==> config.mk <==
export PLATFORM = sky130hd
export DESIGN_NAME = ordered_list_insert_remove
export DESIGN_NICKNAME = d
export VERILOG_FILES = /design/src/olir_pkg.sv /design/src/olir_store.sv /design/src/olir_ctrl.sv /design/src/ordered_list_insert_remove.sv
export SDC_FILE = /design/constraint.sdc
export NUM_CORES = 1
export LEC_CHECK = 0
export BUFFER_PORTS_ARGS = -buffer_cell sky130_fd_sc_hd__buf_2
export CORE_MARGIN = 3
export CORE_UTILIZATION = 58
export CTS_CLUSTER_DIAMETER = 200
export DETAILED_ROUTE_END_ITERATION = 6
export GPL_TIMING_DRIVEN = 0
export PLACE_DENSITY = 0.87
export RECOVER_POWER = 25
export SLEW_MARGIN = 30
export SYNTH_ARGS = -nofsm -noshare
export SYNTH_HDL_FRONTEND = slang
export SYNTH_SLANG_ARGS = --single-unit
==> constraint.sdc <==
create_clock -name clk_i -period 4.2 [get_ports clk_i]
set_input_delay 0.21 -clock clk_i [delete_from_list [all_inputs] [get_ports clk_i]]
set_output_delay 0.21 -clock clk_i [all_outputs]
set_load 0.03 [all_outputs]
==> src/olir_pkg.sv <==
// Shared types, constants and helper functions for the ordered list block.
// No dependencies; every other file refers to this package by scoped names.
package olir_pkg;

  localparam int CAPACITY = 16;
  localparam int IDX_W    = (CAPACITY > 1) ? $clog2(CAPACITY) : 1;
  localparam int CNT_W    = $clog2(CAPACITY + 1);

  localparam int VALUE_W  = 32;
  localparam int POS_W    = 4;
  localparam int COUNT_W  = 5;
  localparam int STATUS_W = 3;
  localparam int OP_W     = 2;

  typedef enum logic [OP_W-1:0] {
    OP_INS_FRONT = 2'd0,
    OP_INS_BACK  = 2'd1,
    OP_REMOVE    = 2'd2,
    OP_SHOW      = 2'd3
  } olir_op_e;

  typedef enum logic [STATUS_W-1:0] {
    ST_INSERTED  = 3'd0,
    ST_REMOVED   = 3'd1,
    ST_NOT_FOUND = 3'd2,
    ST_EMPTY     = 3'd3,
    ST_FULL      = 3'd4,
    ST_SHOWN     = 3'd5
  } olir_status_e;

  // One result transaction as it leaves the sequencer.
  typedef struct packed {
    olir_status_e       status;
    logic [VALUE_W-1:0] value;
    logic [POS_W-1:0]   pos;
    logic [COUNT_W-1:0] count;
    logic               last;
  } olir_res_t;

  // Request to the entry store: one write and one read address per cycle.
  typedef struct packed {
    logic               we;
    logic [IDX_W-1:0]   waddr;
    logic [VALUE_W-1:0] wdata;
    logic [IDX_W-1:0]   raddr;
  } olir_mem_req_t;

  // Physical slot of the entry at logical position idx of a ring starting at head.
  function automatic logic [IDX_W-1:0] ring_add(input logic [IDX_W-1:0] head,
                                                input logic [IDX_W-1:0] idx);
    logic [IDX_W:0] sum;
    sum = {1'b0, head} + {1'b0, idx};
    if (sum >= (IDX_W+1)'(CAPACITY)) begin
      sum = sum - (IDX_W+1)'(CAPACITY);
    end
    return sum[IDX_W-1:0];
  endfunction

  // Slot in front of head, wrapping at the bottom of the ring.
  function automatic logic [IDX_W-1:0] ring_dec(input logic [IDX_W-1:0] head);
    logic [IDX_W-1:0] res;
    if (head == '0) begin
      res = IDX_W'(CAPACITY - 1);
    end else begin
      res = head - IDX_W'(1);
    end
    return res;
  endfunction

endpackage

==> src/olir_store.sv <==
// Entry storage: CAPACITY words, one write port and one registered read port.
// Depends on olir_pkg for widths and the request struct.
module olir_store (
  input  logic                           clk_i,
  input  olir_pkg::olir_mem_req_t        req_i,
  output logic [olir_pkg::VALUE_W-1:0]   rdata_o
);

  logic [olir_pkg::VALUE_W-1:0] mem_q [olir_pkg::CAPACITY];
  logic [olir_pkg::VALUE_W-1:0] rdata_q;

  always_ff @(posedge clk_i) begin
    if (req_i.we) begin
      mem_q[req_i.waddr] <= req_i.wdata;
    end
    rdata_q <= mem_q[req_i.raddr];
  end

  assign rdata_o = rdata_q;

endmodule

==> src/olir_ctrl.sv <==
// Sequencer of the ordered list: ring pointers, fill count, shared comparator.
// Depends on olir_pkg; drives olir_store and hands results to the output stage.
module olir_ctrl (
  input  logic                           clk_i,
  input  logic                           rst_ni,
  input  logic                           in_valid_i,
  output logic                           in_ready_o,
  input  olir_pkg::olir_op_e             in_op_i,
  input  logic [olir_pkg::VALUE_W-1:0]   in_value_i,
  output logic                           res_valid_o,
  input  logic                           res_ready_i,
  output olir_pkg::olir_res_t            res_o,
  output olir_pkg::olir_mem_req_t        mem_req_o,
  input  logic [olir_pkg::VALUE_W-1:0]   mem_rdata_i
);

  typedef enum logic [8:0] {
    S_IDLE     = 9'b000000001,
    S_INS      = 9'b000000010,
    S_SCAN_RD  = 9'b000000100,
    S_SCAN_CMP = 9'b000001000,
    S_SH_RD    = 9'b000010000,
    S_SH_WR    = 9'b000100000,
    S_SHOW_RD  = 9'b001000000,
    S_SHOW_LD  = 9'b010000000,
    S_EMIT     = 9'b100000000
  } state_e;

  state_e                         state_q, state_d;
  logic [olir_pkg::IDX_W-1:0]     head_q, head_d;
  logic [olir_pkg::CNT_W-1:0]     count_q, count_d;
  logic [olir_pkg::IDX_W-1:0]     i_q, i_d;
  logic [olir_pkg::IDX_W-1:0]     j_q, j_d;
  olir_pkg::olir_op_e             op_q, op_d;
  logic [olir_pkg::VALUE_W-1:0]   val_q, val_d;
  olir_pkg::olir_res_t            res_q, res_d;
  logic [olir_pkg::CNT_W-1:0]     i_next_cnt, j_next_cnt;
  logic [olir_pkg::IDX_W-1:0]     front_slot;

  assign i_next_cnt = olir_pkg::CNT_W'(i_q) + olir_pkg::CNT_W'(1);
  assign j_next_cnt = olir_pkg::CNT_W'(j_q) + olir_pkg::CNT_W'(1);
  assign front_slot = olir_pkg::ring_dec(head_q);

  always_comb begin
    state_d = state_q;
    head_d  = head_q;
    count_d = count_q;
    i_d     = i_q;
    j_d     = j_q;
    op_d    = op_q;
    val_d   = val_q;
    res_d   = res_q;
    mem_req_o.we    = 1'b0;
    mem_req_o.waddr = olir_pkg::ring_add(head_q, j_q);
    mem_req_o.wdata = mem_rdata_i;
    mem_req_o.raddr = olir_pkg::ring_add(head_q, i_q);

    case (state_q)
      S_IDLE: begin
        if (in_valid_i) begin
          op_d  = in_op_i;
          val_d = in_value_i;
          i_d   = '0;
          res_d.value = in_value_i;
          res_d.pos   = '0;
          res_d.count = olir_pkg::COUNT_W'(count_q);
          res_d.last  = 1'b1;
          case (in_op_i)
            olir_pkg::OP_INS_FRONT, olir_pkg::OP_INS_BACK: begin
              if (count_q == olir_pkg::CNT_W'(olir_pkg::CAPACITY)) begin
                res_d.status = olir_pkg::ST_FULL;
                state_d      = S_EMIT;
              end else begin
                state_d = S_INS;
              end
            end
            olir_pkg::OP_REMOVE: begin
              if (count_q == '0) begin
                res_d.status = olir_pkg::ST_EMPTY;
                state_d      = S_EMIT;
              end else begin
                state_d = S_SCAN_RD;
              end
            end
            default: begin
              if (count_q == '0) begin
                res_d.status = olir_pkg::ST_EMPTY;
                res_d.value  = '0;
                state_d      = S_EMIT;
              end else begin
                state_d = S_SHOW_RD;
              end
            end
          endcase
        end
      end

      S_INS: begin
        mem_req_o.we    = 1'b1;
        mem_req_o.wdata = val_q;
        if (op_q == olir_pkg::OP_INS_FRONT) begin
          head_d          = front_slot;
          mem_req_o.waddr = front_slot;
          res_d.pos       = '0;
        end else begin
          mem_req_o.waddr = olir_pkg::ring_add(head_q, olir_pkg::IDX_W'(count_q));
          res_d.pos       = olir_pkg::POS_W'(count_q);
        end
        count_d      = count_q + olir_pkg::CNT_W'(1);
        res_d.status = olir_pkg::ST_INSERTED;
        res_d.count  = olir_pkg::COUNT_W'(count_d);
        state_d      = S_EMIT;
      end

      S_SCAN_RD: begin
        state_d = S_SCAN_CMP;
      end

      S_SCAN_CMP: begin
        if (mem_rdata_i == val_q) begin
          j_d       = i_q;
          res_d.pos = olir_pkg::POS_W'(i_q);
          state_d   = S_SH_RD;
        end else if (i_next_cnt < count_q) begin
          i_d     = i_q + olir_pkg::IDX_W'(1);
          state_d = S_SCAN_RD;
        end else begin
          res_d.status = olir_pkg::ST_NOT_FOUND;
          state_d      = S_EMIT;
        end
      end

      // Close the gap: move each later entry down by one slot.
      S_SH_RD: begin
        mem_req_o.raddr = olir_pkg::ring_add(head_q, j_q + olir_pkg::IDX_W'(1));
        if (j_next_cnt < count_q) begin
          state_d = S_SH_WR;
        end else begin
          count_d      = count_q - olir_pkg::CNT_W'(1);
          res_d.status = olir_pkg::ST_REMOVED;
          res_d.count  = olir_pkg::COUNT_W'(count_d);
          state_d      = S_EMIT;
        end
      end

      S_SH_WR: begin
        mem_req_o.we = 1'b1;
        j_d          = j_q + olir_pkg::IDX_W'(1);
        state_d      = S_SH_RD;
      end

      S_SHOW_RD: begin
        state_d = S_SHOW_LD;
      end

      S_SHOW_LD: begin
        res_d.status = olir_pkg::ST_SHOWN;
        res_d.value  = mem_rdata_i;
        res_d.pos    = olir_pkg::POS_W'(i_q);
        res_d.count  = olir_pkg::COUNT_W'(count_q);
        res_d.last   = (i_next_cnt == count_q);
        state_d      = S_EMIT;
      end

      S_EMIT: begin
        if (res_ready_i) begin
          if (res_q.last) begin
            state_d = S_IDLE;
          end else begin
            i_d     = i_q + olir_pkg::IDX_W'(1);
            state_d = S_SHOW_RD;
          end
        end
      end

      default: begin
        state_d = S_IDLE;
      end
    endcase
  end

  always_ff @(posedge clk_i or negedge rst_ni) begin
    if (!rst_ni) begin
      state_q <= S_IDLE;
      head_q  <= '0;
      count_q <= '0;
    end else begin
      state_q <= state_d;
      head_q  <= head_d;
      count_q <= count_d;
    end
  end

  always_ff @(posedge clk_i) begin
    i_q   <= i_d;
    j_q   <= j_d;
    op_q  <= op_d;
    val_q <= val_d;
    res_q <= res_d;
  end

  assign in_ready_o  = (state_q == S_IDLE);
  assign res_valid_o = (state_q == S_EMIT);
  assign res_o       = res_q;

endmodule

==> src/ordered_list_insert_remove.sv <==
// Ordered list of up to CAPACITY signed 32-bit values with front/back insert,
// remove by value and show. Remove scans from the front for the first match (not found
// once every entry is read), then moves each entry behind it down by one slot; show emits
// the entries in order, tlast on the last. A full insert, or a remove or show on an empty
// list, only reports a status. The next input is taken in the cycle after the last result
// enters the output register. Reset (rst_ni low, asynchronous) empties the list at once.
module ordered_list_insert_remove (
  input  logic        clk_i,
  input  logic        rst_ni,
  // Input stream
  input  logic        s_axis_tvalid_i,
  output logic        s_axis_tready_o,
  input  logic [31:0] s_axis_tdata_i,  // [31:0] value
  input  logic [1:0]  s_axis_tuser_i,  // [1:0] operation
  // Output stream
  output logic        m_axis_tvalid_o,
  input  logic        m_axis_tready_i,
  output logic [47:0] m_axis_tdata_o,  // [31:0] entry_value, [35:32] entry_position,
                                       // [40:36] entry_count, [47:41] zero
  output logic [2:0]  m_axis_tuser_o,  // [2:0] status
  output logic        m_axis_tlast_o
);

  olir_pkg::olir_mem_req_t        mem_req;
  logic [olir_pkg::VALUE_W-1:0]   mem_rdata;
  logic                           res_valid;
  logic                           res_ready;
  olir_pkg::olir_res_t            res;

  // Output register: the sequencer's result waits here so the sequencer can
  // fetch the next shown entry (or take the next input) while it is stalled.
  logic                           out_valid_q;
  olir_pkg::olir_res_t            out_res_q;

  olir_store u_store (
    .clk_i   (clk_i),
    .req_i   (mem_req),
    .rdata_o (mem_rdata)
  );

  olir_ctrl u_ctrl (
    .clk_i       (clk_i),
    .rst_ni      (rst_ni),
    .in_valid_i  (s_axis_tvalid_i),
    .in_ready_o  (s_axis_tready_o),
    .in_op_i     (olir_pkg::olir_op_e'(s_axis_tuser_i)),
    .in_value_i  (s_axis_tdata_i),
    .res_valid_o (res_valid),
    .res_ready_i (res_ready),
    .res_o       (res),
    .mem_req_o   (mem_req),
    .mem_rdata_i (mem_rdata)
  );

  // Load when empty or when the held transaction leaves this cycle.
  assign res_ready = !out_valid_q || m_axis_tready_i;

  always_ff @(posedge clk_i or negedge rst_ni) begin
    if (!rst_ni) begin
      out_valid_q <= 1'b0;
    end else if (res_ready) begin
      out_valid_q <= res_valid;
    end
  end

  always_ff @(posedge clk_i) begin
    if (res_ready && res_valid) begin
      out_res_q <= res;
    end
  end

  assign m_axis_tvalid_o = out_valid_q;
  assign m_axis_tdata_o  = {7'b0, out_res_q.count, out_res_q.pos, out_res_q.value};
  assign m_axis_tuser_o  = out_res_q.status;
  assign m_axis_tlast_o  = out_res_q.last;

endmodule

# Yosys cells after proc, flatten, opt, wreduce, memory -nomap -nowiden
# Memory sizes are Yosys's and may differ from the RTL's. A register that Yosys moved wholly into a read port is not among the register bits.
# Cells that the tools add are included.
# classes
add_sub_neg	15
n_lt_le_gt_ge	6
eq_ne	25
mux	47
n_reduce_logical	28
# op_table
operator	n
2-to-1 mux 9 bit	8
case mux 9 bit (8 select lines)	1
case mux 32 bit (2 select lines)	1
2-to-1 mux 4 bit	14
2-to-1 mux 45 bit	1
2-to-1 mux 36 bit	1
2-to-1 mux 35 bit	1
equality test 32 bit	1
2-to-1 mux 32 bit	1
adder 4 x 4 -> 5 bit	4
>= comparator 5 bit (second input constant)	4
case mux 5 bit (4 select lines)	1
subtractor 4 x 1 -> 4 bit (second input constant)	5
case mux 9 bit (2 select lines)	1
case mux 4 bit (4 select lines)	1
2-to-1 mux 3 bit	5
case mux 3 bit (5 select lines)	1
case mux 4 bit (3 select lines)	1
AND reduction 2 bit	6
adder 4 x 1 -> 5 bit (second input constant)	2
< comparator 5 bit	2
inequality test 2 bit (second input constant)	5
case mux 5 bit (2 select lines)	1
equality test 9 x 1 -> 1 bit (second input constant)	1
39 further kinds	52
# totals
ff_bits	151
mem_bits_rw	512
out_inout_bits	54
memories	1
# memory_table
name	words	word_bits	read_ports	rd_clocked_by_memory_dff	write_ports	line_no	source
u_store.mem_q	16	32	1	1	1	olir_store.sv:9	logic [olir_pkg::VALUE_W-1:0] mem_q [olir_pkg::CAPACITY];

# Depth between registers and ports, before layout
# depth
depth_word	5
mapped_depth	13
depth_no_buf	10

# Cells and area by module
# From an unflattened synthesis, not the netlist that was laid out.
# unflattened
hier_cells	1449
hier_area_um2	27316.2
# modules_own_cells
module	n_inst	cells_per_inst	area_per_inst_um2	seq_area_each_um2
olir_store	1	838	19835.3	16015.4
olir_ctrl	1	554	6019.5	3064.2
ordered_list_insert_remove	1	57	1461.4	1376.3

# Least setup slack after synthesis
# Ideal clock, no wire load.
# synth_timing
kind	reg-to-reg
start	register u_ctrl.state_q[2]
end	register u_store.rdata_q (netlist bit u_store.rdata_o[11]) (read register of u_store.mem_q)
setup_ns	0.134
arrival_time_ns	3.563
required_ns	4.066
path_slack_ns	0.502
stages_incl_launch_ff	13
n_path_buf	4
synth_period_minus_slack_ns	3.698
path_cell_list	dfrtp_1 buf_6 nor4_2 nand3_2 clkbuf_1 o21ai_0 ha_1 inv_1 fa_1 clkbuf_1 clkbuf_1 mux4_2 mux4_2
# synth_via
elab_chain_cells	2
# synth_lines
item	line_no	source
from (decl)	olir_ctrl.sv:29	state_e state_q, state_d;
from (signal assigned)	olir_ctrl.sv:188	state_q <= state_d;
equality test 9 x 5 -> 1 bit	olir_ctrl.sv:58	case (state_q)
2-to-1 mux 4 bit	olir_ctrl.sv:58	
to (decl)	olir_store.sv:10	logic [olir_pkg::VALUE_W-1:0] rdata_q;
# Every way passes these cells.
# A chain may end at the register's enable or synchronous reset.

# Worst setup path after layout
# layout_timing
start	register u_ctrl.state_q[0]
end	register u_store.rdata_q (netlist bit u_store.rdata_o[24]) (read register of u_store.mem_q)
# The elaborated chain is that of the path after synthesis.

==> metrics.cfg <==
[cells_and_area]
finalNonFillerCells = 2273
postLayoutCellArea_sq_um = 32200
fin_util = 0.700
nets = 1683
layout-drive-gt1-share = 0.229
areaGrowthSynthToFinish_pct = 17.4

[sta]
rsz0062_at_grt = no
fin_crit_sh = 0.971
fin_crit_ps = 4080
finalSetupViolCount = 0
worst_pin_slew_ps = 1300
max_freq_mhz = 245
slew_headroom = 0.133
finalHoldViolCount = 0
slew_viol_final = 0
fin_skew_ps = 31.7

[global_routing]
grt_pass1_wl_um = 112000
grt_max_degree = 34
grtUsageTotal = 0.316
antenna_found_initial = 2
grt_overflow = 0
grt_pass1_vias = 15800

[power]
ir_drop_uv = 451
p_leak_nw = 10.9
power_w = 0.0257
power_density_nw_per_um2 = 800

[worst_setup_path]
crit_arrival_ps = 4530
critPathLaunchType = flop
critPathMaxFanout = 10
required_ps = 4650
regToRegSetupSlack_ps = 120
worst_setup_path_end_kind = flop
crit_type = flop to flop

[placement]
postPlaceCellArea_sq_um = 29700
routabilityCongestion = 0.850
hpwl_um = 44400
dp.cells = 2109
portBuffers = 84

[yosys]
avgSynthCellArea_sq_um = 19.8
ys_ff_latch = 695
dominantRegCellSynth = edfxtp_1
yosysSeqAreaShare = 0.747
synth.distinct_cells = 72
syn_area_sq_um = 27400
ys_warn_count = 0
async_flop_share = 0.0273
synthCells = 1383
synth-edff-count = 644

[hold_path]
hold_path.class = input port to flop

[cts]
cts_tree = yes
cts_root_buf = clkbuf_16
cts_setup_buffers = 0
cts_buffer_depth = 3
clk_latency_ps = 610
htreeDepth = 3
clock_sinks = 695
clkSlewWorstSetupHoldPaths_ps = 60
cts-buffers-inserted = 68

[die]
start_util = 0.596
die_height_um = 223
die_x_um = 223
core.rowCount = 78
core_area_sq_um = 46000
ioPinCount = 92
dieArea_sq_um = 49900

[route]
final_antenna_net_count = 0
drt_iter0_markers = 2561
dr_total_vias = 15700
drt-total-wl_um = 77500
wl_per_cell_um = 34.1
first_pass_iters = 7
vias_per_cell = 6.93
drc = 7

[flow_run]
max-cap-violations = 0

[status]
failed_checks = DRC
status = finished with violations

## where the power goes
| part | switching [W] | internal (W) | total, W |
|---|---|---|---|
| clock | 0.00267 | 0.00340 | 0.00607 |
| combinational | 0.00577 | 0.00414 | 0.00991 |
| sequential | 0.000510 | 0.00926 | 0.00977 |
## placed cells by master, fill, tap and decap left out, drive strengths merged, types with 8 or more instances in the layout
master / Yosys / final
dlygate4sd3: 0 / 37
o21ai: 13 / 13
nor3: 9 / 9
a21oi: 13 / 13
nand2: 129 / 129
a21o: 8 / 8
edfxtp: 644 / 644
dfrtp: 18 / 18
nor2: 32 / 32
inv: 16 / 16
clkbuf: 35 / 212
clkinv: 0 / 27
xor2: 39 / 39
buf: 33 / 68
ha: 25 / 25
nand3: 9 / 9
mux4: 160 / 160
dfxtp: 32 / 32
a22o: 37 / 37
xnor2: 19 / 19
nor4: 11 / 11
## metrics by stage
stage          worst slack (ps)  hold WS (ps)  TNS (ps)
2_1_floorplan               502         -85.6         0
3_3_place_gp              -1540           182   -754180
3_5_place_dp               -769           188    -22530
4_1_cts                   -6.20          56.1     -8.52
5_1_grt                    32.2           104         0
6_report                    122          80.9         0
## flip-flops by register name (all words and copies together), names as in the netlist
register	count
m_axis_tdata_o	41
m_axis_tlast_o	1
m_axis_tuser_o	3
m_axis_tvalid_o	1
u_ctrl.count_q	5
u_ctrl.head_q	4
u_ctrl.i_q	4
u_ctrl.j_q	4
u_ctrl.op_q	2
u_ctrl.res_o	45
u_ctrl.state_q	9
u_ctrl.val_q	32
u_store.mem_q	512
u_store.rdata_o	32
## cell usage after synthesis (11+ instances only)
| library cell | number | area share |
|---|---|---|
| nand2_1 | 128 | 0.018 |
| clkbuf_1 | 34 | 0.0047 |
| o21ai_0 | 11 | 0.0020 |
| inv_1 | 16 | 0.0022 |
| mux4_2 | 160 | 0.13 |
| edfxtp_1 | 644 | 0.71 |
| dfrtp_1 | 18 | 0.016 |
| xnor2_1 | 19 | 0.0061 |
| ha_1 | 25 | 0.011 |
| a21oi_1 | 13 | 0.0024 |
| buf_1 | 12 | 0.0016 |
| a22o_1 | 37 | 0.012 |
| nor2_1 | 32 | 0.0044 |
| dfxtp_1 | 32 | 0.023 |
| buf_2 | 12 | 0.0022 |
| xor2_1 | 39 | 0.012 |
## critical path, cell delays in order, from the launching register on
cell and delay [ps]:
dfstp_2 510, clkbuf_1 320, nor2_2 140, nand3_4 140, clkbuf_2 280, mux2_2 390
ha_1 270, a21o_1 170, a21oi_1 180, xnor2_1 140, xnor2_2 480, buf_2 500
mux4_2 400
## what timing repair did
item,4_1_cts,5_1_grt
hold endpoints to repair,79,0
resized for setup,38,19
pin swaps,0,0
cloned,0,0
hold buffers,37,0
endpoints found under the setup margin,32,32
## cell families after synthesis
family,Yosys count,share of synthesized area
compound gates,108,0.0302
simple gates,243,0.0432
xor+xnor,58,0.0185
fa+ha+maj,28,0.0136
mux,166,0.134
other cells,1,0.000137
buf+inv,84,0.0135
flops,695,0.747
## per-layer routing
metal,global-route usage,part of all wire,wire [um],vias to the layer above
met5,0,0,0,-
met4,0.167,0.061,4760,0
met3,0.0667,0.12,9540,307
met2,0.512,0.49,37900,1557
met1,0.408,0.33,25300,7808
li1,-,-,-,6070
## worst paths after layout
kind	endpoint	cells after the start	from
worst min register to register	m_axis_tuser_o[0]$_DFFE_PP_	0	u_ctrl.res_o[42]$_DFFE_PP_
max in group asynchronous	u_ctrl.state_q[8]$_DFFE_PN0P_	2	rst_ni
worst max-delay path	u_store.rdata_o[24]$_DFF_P_	12	u_ctrl.state_q[0]$_DFFE_PN1P_
min in group asynchronous	u_ctrl.count_q[3]$_DFFE_PN0P_	2	rst_ni
worst max register to register	u_store.rdata_o[24]$_DFF_P_	12	u_ctrl.state_q[0]$_DFFE_PN1P_
worst min-delay path	u_ctrl.state_q[8]$_DFFE_PN0P_	5	s_axis_tvalid_i
## cell type report
class | count | area [sq um]
sequential | 695 | 20500
fill | 2602 | 13800
multi-input combinational | 610 | 6740
clock buffer | 93 | 1910
timing repair buffer | 158 | 1570
tap | 600 | 751
buffer | 68 | 408
clock inverter | 32 | 268
inverter | 16 | 60.1
antenna | 1 | 2.50
Power figures use the tool's default switching activity.
